$ cat config.mk
export PLATFORM = sky130hd
export DESIGN_NAME = hwd_front
export DESIGN_NICKNAME = d
export VERILOG_FILES = /design/src/hwd_pkg.sv /design/src/hwd_front.sv
export SDC_FILE = /design/constraint.sdc
export NUM_CORES = 1
export LEC_CHECK = 0
export BUFFER_PORTS_ARGS = -buffer_cell sky130_fd_sc_hd__buf_2
export CAP_MARGIN = 20
export CORE_MARGIN = 2
export CORE_UTILIZATION = 35
export CTS_BUF_LIST = sky130_fd_sc_hd__clkbuf_8
export CTS_CLUSTER_SIZE = 30
export DETAILED_ROUTE_END_ITERATION = 7
export PLACE_DENSITY = 0.63
export SKIP_LAST_GASP = 1
export SYNTH_ARGS = -nofsm -noshare
export SYNTH_HDL_FRONTEND = slang
export SYNTH_SLANG_ARGS = --single-unit
export TNS_END_PERCENT = 50
$ cat constraint.sdc
create_clock -name clock -period 2.2 [get_ports clock]
set_input_delay 0.33 -clock clock [delete_from_list [all_inputs] [get_ports clock]]
set_output_delay 0.33 -clock clock [all_outputs]
set_load 0.02 [all_outputs]
$ cat src/hwd_pkg.sv
package hwd_pkg;

   localparam int NODE_COUNT  = 512;
   localparam int SYMBOL_BITS = 8;
   localparam int BYTE_BITS   = 8;
   localparam int TOP_BIT     = 7;
   localparam int IDX_W       = 9;
   localparam int PAD_W       = 3;
   localparam int ADDR_W      = $clog2(NODE_COUNT);
   localparam int QUEUE_DEPTH = 2;
   localparam int QPTR_W      = $clog2(QUEUE_DEPTH);
   localparam int QCNT_W      = $clog2(QUEUE_DEPTH + 1);

   localparam logic OP_LOAD = 1'b0;
   localparam logic OP_DATA = 1'b1;

   // A leaf keeps its symbol in the low bits of the right field.
   typedef struct packed {
      logic             leaf;
      logic [IDX_W-1:0] left;
      logic [IDX_W-1:0] right;
   } node_type;

   typedef struct packed {
      logic                   is_data;
      logic [IDX_W-1:0]       node_index;
      node_type               node;
      logic [BYTE_BITS-1:0]   data_byte;
      logic                   final_byte;
   } item_type;

   typedef enum logic [1:0] {
      ST_IDLE,
      ST_WALK,
      ST_FLUSH
   } walk_state_type;

   function automatic logic index_in_range(input logic [IDX_W-1:0] idx);
      return {1'b0, idx} < (IDX_W + 1)'(NODE_COUNT);
   endfunction

endpackage

$ cat src/hwd_front.sv
module hwd_front (
   input  logic                         clock,
   input  logic                         reset,
   input  logic                         req_valid,
   output logic                         req_ready,
   input  logic                         req_op,
   input  logic [hwd_pkg::IDX_W-1:0]     req_node_index,
   input  logic                         req_is_leaf,
   input  logic [hwd_pkg::SYMBOL_BITS-1:0] req_leaf_symbol,
   input  logic [hwd_pkg::IDX_W-1:0]     req_left_child,
   input  logic [hwd_pkg::IDX_W-1:0]     req_right_child,
   input  logic [hwd_pkg::BYTE_BITS-1:0] req_data_byte,
   input  logic                         req_final_byte,
   output logic                         head_valid,
   output hwd_pkg::item_type            head_item,
   input  logic                         head_pop
);
   import hwd_pkg::*;

   item_type              entry_ff [QUEUE_DEPTH];
   logic [QPTR_W-1:0]     wr_ptr_ff;
   logic [QPTR_W-1:0]     wr_ptr_in;
   logic [QPTR_W-1:0]     rd_ptr_ff;
   logic [QPTR_W-1:0]     rd_ptr_in;
   logic [QCNT_W-1:0]     count_ff;
   logic [QCNT_W-1:0]     count_in;
   logic                  push;
   logic                  pop;
   item_type              new_item;

   always_comb begin
      new_item.is_data    = (req_op == OP_DATA);
      new_item.node_index = req_node_index;
      new_item.node.leaf  = req_is_leaf;
      if (req_is_leaf) begin
         new_item.node.left  = '0;
         new_item.node.right = IDX_W'(req_leaf_symbol);
      end else begin
         new_item.node.left  = req_left_child;
         new_item.node.right = req_right_child;
      end
      new_item.data_byte  = req_data_byte;
      new_item.final_byte = req_final_byte;
   end

   assign req_ready  = (count_ff != QCNT_W'(QUEUE_DEPTH));
   assign push       = req_valid && req_ready;
   assign head_valid = (count_ff != '0);
   assign head_item  = entry_ff[rd_ptr_ff];
   assign pop        = head_pop && head_valid;

   always_comb begin
      wr_ptr_in = wr_ptr_ff;
      rd_ptr_in = rd_ptr_ff;
      count_in  = count_ff;
      if (push) begin
         wr_ptr_in = (wr_ptr_ff == QPTR_W'(QUEUE_DEPTH - 1)) ? '0 : wr_ptr_ff + 1'b1;
      end
      if (pop) begin
         rd_ptr_in = (rd_ptr_ff == QPTR_W'(QUEUE_DEPTH - 1)) ? '0 : rd_ptr_ff + 1'b1;
      end
      if (push && !pop) begin
         count_in = count_ff + 1'b1;
      end else if (pop && !push) begin
         count_in = count_ff - 1'b1;
      end
   end

   always_ff @(posedge clock) begin
      if (reset) begin
         wr_ptr_ff <= '0;
         rd_ptr_ff <= '0;
         count_ff  <= '0;
      end else begin
         wr_ptr_ff <= wr_ptr_in;
         rd_ptr_ff <= rd_ptr_in;
         count_ff  <= count_in;
      end
   end

   always_ff @(posedge clock) begin
      if (push) begin
         entry_ff[wr_ptr_ff] <= new_item;
      end
   end

endmodule

==> impl_metrics.json, run 1 <==
{
  "fin_crit_sh_pct": 82.0,
  "ys_warn_count": 0,
  "crit_type": "flip-flop to output pin",
  "fin_nets": 313,
  "drive_above_1_share_pct": 59.8,
  "fmax_mhz": 555,
  "antenna_found_initial": 0,
  "wl_per_cell_um": 14.1,
  "gp_congestion": 0.724,
  "p_leak_nw": 1.51,
  "setup_viol": 0,
  "busiest_layer": "met2",
  "grt_pass1_wl_mm": 8.19,
  "grt_use_met1_pct": 12.1,
  "ys_ff_latch": 81,
  "clkPwrFrac_pct": 27.8,
  "clk_path_buf_depth": 2,
  "placementRows": 34,
  "post_cts_resized": 0,
  "grt_usage_pct": 10.9,
  "worst_slew_margin_rel_pct": 70.2,
  "num_antenna_cells": 0,
  "drt-total-wl_mm": 5.28,
  "grt_use_met3_pct": 2.98,
  "comb_power_share_pct": 28.1,
  "io_pins": 90,
  "mostFrequentLayoutCells": "buf_2, edfxtp_1, mux2_2",
  "drt_iter0_markers": 44,
  "postLayoutCellArea_um2": 3950,
  "port_buffers": 89,
  "p_int_mw": 3.21,
  "fin_tns_setup_ps": 0,
  "clk_latency_ps": 330,
  "cts-root-buf": "clkbuf_8",
  "postPlaceCellArea_um2": 3710,
  "met2_usage_pct": 19.3,
  "period_needed_ps": 1800,
  "p_switching_mw": 1.30,
  "ys_seq_area_share_pct": 76.2,
  "start_util_pct": 36.0,
  "die_area_um2": 9710,
  "fp.dieH_um": 98.5,
  "syn_inst": 162,
  "netlist_area_um2": 3130,
  "cts_buffers": 9,
  "finalHoldViolations": 0,
  "cp-end-kind": "output pin",
  "final_max_slew_viol_count": 0,
  "final_antenna_net_count": 0,
  "cts_setup_buffers": 0,
  "hold_buffers": 0,
  "outcome": "completed",
  "path_max_fanout": 19,
  "overflow": 0,
  "cp-start-kind": "flip-flop",
  "layout_commonest_cell": "buf_2",
  "tightest_slew_ps": 447,
  "cts.sinks": 81,
  "hold_class": "primary input to flip-flop",
  "peakVddDrop_mv": 0.454,
  "synthDistinctLibCells": 20,
  "dr.pass1.iters": 4,
  "drc": 0,
  "crit_required_ps": 1870,
  "htreeDepth": 3,
  "seqPwrFrac_pct": 44.1,
  "power_density_nw_per_um2": 1140,
  "finalClockSkew_ps": 9.05,
  "arrival_ps": 1470,
  "syn-mean-instance-area_um2": 19.3,
  "vias": 1708,
  "grt_max_degree": 21,
  "rsz0062_at_grt": "false",
  "switching_share_pct": 28.8,
  "core-area_um2": 8680,
  "drv_cap": 0,
  "area.growth.synth_to_final_pct": 26.2,
  "syn_nets": 213,
  "grt_pass1_vias": 1824,
  "path_clk_slew_ps": 90,
  "die_x_um": 98.5,
  "dp_hpwl_mm": 3.47,
  "viasPerCell": 4.57,
  "cts_tree": "done"
}
-- power groups by stage --
stage	clock network [mW]	registers (mW)	logic, mW
after floorplan	0	2.01	0.909
after global placement	0	2.02	1.29
after detailed placement	0	2.03	1.29
after CTS	1.29	1.99	1.30
after global routing	1.36	2.01	1.36
final	1.25	1.99	1.26
-- area by class of cell --
cell class | instances | area (um^2)
Tap cell | 108 | 135
Fill cell | 812 | 4730
Sequential cell | 81 | 2380
Inverter | 1 | 3.75
Clock buffer | 9 | 124
Multi-Input combinational cell | 74 | 701
Timing Repair Buffer | 95 | 490
Clock inverter | 6 | 108
-- stage by stage --
stage,std cells,hold WS [ps],total power [mW],setup slack [ps],util (%)
after CTS,374,160,4.58,352,45.5
final,374,177,4.50,397,45.5
after global routing,374,155,4.73,316,45.5
after global placement,359,487,3.30,643,42.8
after floorplan,162,399,2.92,105,-
after detailed placement,359,503,3.32,602,42.8
-- sequential cells by signal, indices dropped and copies added (netlist names), named ones only --
name and flops:
entry_ff 76, count_ff 2, rd_ptr_ff 1, wr_ptr_ff 1
-- cell families (layout without fill, tap and decap cells) --
kind of cell	Yosys count	in the layout	synth area share, %
simple gates	19	19	3.60
compound gates	5	5	0.960
mux	46	46	16.6
buf+inv	7	111	1.44
xor+xnor	3	3	0.840
fa+ha+maj	1	1	0.400
flops	81	81	76.2
-- synthesized netlist by cell type --
master / instances / area [um^2]
edfxtp_1: 76 / 2280
mux2_2: 46 / 518
nor2b_1: 10 / 62.6
dfxtp_1: 5 / 100
buf_2: 3 / 15.0
nor2_1: 3 / 11.3
xor2_1: 3 / 26.3
a21oi_1: 2 / 10.0
buf_6: 2 / 22.5
o21ai_0: 2 / 10.0
a21bo_2: 1 / 10.0
and2_1: 1 / 6.26
and3_1: 1 / 6.26
clkbuf_1: 1 / 3.75
ha_1: 1 / 12.5
inv_1: 1 / 3.75
nand2b_1: 1 / 6.26
nand3b_1: 1 / 7.51
or2_2: 1 / 6.26
or3_1: 1 / 6.26
-- final timing paths --
kind,from,slack (ps),to,cells past startpoint
worst max register to register,count_ff[0],580,count_ff[1],5
worst max-delay path,flip-flop,400,head_item[24],3
worst min-delay path,req_data_byte[5],180,entry_ff[0][6],1
worst min register to register,count_ff[1],510,count_ff[1],2
-- layer usage --
metal,share of wire [%],wire (um),vias up
met5,0,0,-
met4,1.3,68,0
met3,5.3,281,5
met2,52,2730,54
met1,42,2200,830
li1,-,-,819
-- worst max-delay path, cell delays in order (launching register included) --
cell and delay, ps:
dfxtp_2 330, buf_4 270, mux2_2 380, buf_2 160
(Power assumes the default switching activity.)
==> run 2: changes to the inputs <==
--- a/config.mk
+++ b/config.mk
@@ -12,7 +12,7 @@
 export CTS_BUF_LIST = sky130_fd_sc_hd__clkbuf_8
 export CTS_CLUSTER_SIZE = 30
 export DETAILED_ROUTE_END_ITERATION = 7
-export PLACE_DENSITY = 0.63
+export PLACE_DENSITY = 0.65
 export SKIP_LAST_GASP = 1
 export SYNTH_ARGS = -nofsm -noshare
 export SYNTH_HDL_FRONTEND = slang
==> constraint.sdc (replaced) <==
create_clock -name clock -period 1.65 [get_ports clock]
set_input_delay 0.2475 -clock clock [delete_from_list [all_inputs] [get_ports clock]]
set_output_delay 0.2475 -clock clock [all_outputs]
set_load 0.02 [all_outputs]
==> impl_metrics.json, run 2 (synthesized netlist as in run 1, its figures left out) <==
{
  "p_leak_nw": 1.52,
  "tightest_slew_ps": 349,
  "port_buffers": 89,
  "crit_type": "flip-flop to output pin",
  "io_pins": 90,
  "cts.sinks": 81,
  "rsz0062_at_grt": "true",
  "arrival_ps": 1420,
  "cts_tree": "done",
  "clk_latency_ps": 350,
  "fin_nets": 315,
  "area.growth.synth_to_final_pct": 28.7,
  "overflow": 0,
  "r2r_cells": 4,
  "fin_crit_sh_pct": 101,
  "grt_usage_pct": 12.1,
  "vias": 1760,
  "cts-root-buf": "clkbuf_8",
  "finalClockSkew_ps": 11.7,
  "dp_hpwl_mm": 3.74,
  "peakVddDrop_mv": 0.625,
  "drt_iter0_markers": 32,
  "setup_viol": 24,
  "antenna_found_initial": 0,
  "finalHoldViolations": 0,
  "top_regs": "entry_ff x76, count_ff x2",
  "violations": "negative setup slack",
  "period_needed_ps": 1670,
  "crit_required_ps": 1400,
  "hold_class": "primary input to flip-flop",
  "largest_register": "entry_ff",
  "core-area_um2": 8680,
  "fin_ws_ps": -17.7,
  "drv_cap": 0,
  "power_density_nw_per_um2": 1470,
  "outcome": "finished with violations",
  "fp.dieH_um": 98.5,
  "grt_pass1_wl_mm": 8.98,
  "cp-start-kind": "flip-flop",
  "start_util_pct": 36.0,
  "final_antenna_net_count": 0,
  "drt-total-wl_mm": 5.78,
  "placementRows": 34,
  "path_clk_slew_ps": 90,
  "cts_buffers": 9,
  "viasPerCell": 4.67,
  "path_max_fanout": 16,
  "dp_cells": 360,
  "die_x_um": 98.5,
  "largest_reg_flops": 76,
  "grt_pass1_vias": 1888,
  "worst_slew_margin_rel_pct": 76.5,
  "drc": 0,
  "dr.pass1.iters": 4,
  "num_antenna_cells": 0,
  "clk_path_buf_depth": 2,
  "grt_max_degree": 23,
  "drive_above_1_share_pct": 60.6,
  "layout_commonest_cell": "buf_2",
  "final_max_slew_viol_count": 0,
  "cp-end-kind": "output pin",
  "die_area_um2": 9710,
  "dp_slack_ps": 54.3,
  "mostFrequentLayoutCells": "buf_2, edfxtp_1, mux2_2",
  "fmax_mhz": 600,
  "wl_per_cell_um": 15.3,
  "htreeDepth": 3,
  "gp_congestion": 0.760,
  "layout.cells.non_filler": 377,
  "holdPathStages": 1
}
-- run 2: worst max-delay path, cell delays in order (launching register included) --
cell and delay [ps]:
dfxtp_4 410, buf_12 160, mux2_2 340, buf_2 160
-- run 2: report_power, final --
group | switching, mW | internal [mW] | leakage (nW) | total, mW
registers | 0.104 | 2.58 | 0.756 | 2.69
clock network | 0.684 | 0.685 | 0.0938 | 1.37
logic | 1.02 | 0.845 | 0.670 | 1.87
total | 1.81 | 4.11 | 1.52 | 5.92
-- run 2: final cells by class --
type / count / area (um^2)
Timing Repair Buffer: 97 / 598
Clock buffer: 9 / 124
Inverter: 1 / 7.51
Multi-Input combinational cell: 74 / 708
Clock inverter: 7 / 65.1
Tap cell: 108 / 135
Fill cell: 792 / 4650
Sequential cell: 81 / 2390
-- run 2: repair_timing --
action / CTS / global route
setup endpoints to repair: 38 / 39
hold buffers: 0 / 0
pin swaps: 0 / 0
gates cloned: 0 / 1
resized for setup: 2 / 2
setup buffers: 0 / 0
-- run 2: routing by layer --
layer / share of wire [%] / up-vias / global-route usage [%] / wire length, um
li1: - / 824 / - / -
met3: 6.1 / 11 / 4.47 / 350
met4: 2.0 / 0 / 4.85 / 114
met5: 0 / - / 0 / 0
met1: 40 / 871 / 12.9 / 2290
met2: 52 / 54 / 21.5 / 3030
-- run 2: worst paths after layout --
check	startpoint	endpoint	slack, ps
hold reg to reg	rd_ptr_ff	rd_ptr_ff	530
setup / recovery	flip-flop	head_item[9]	-20
hold / removal	req_op	entry_ff[0][37]	90
setup reg to reg	count_ff[1]	count_ff[1]	50
-- run 2: through the flow --
step	hold WS, ps	instance area (um^2)	TNS [ps]	utilization [%]	power [mW]
global placement	435	3790	0	43.7	4.52
detailed placement	441	3790	0	43.7	4.55
CTS	65.6	3990	-1220	46.0	5.96
finish	87.3	4020	-204	46.4	5.92
floorplan	317	3140	0	-	3.92
global route	67.1	4020	-2330	46.4	6.24
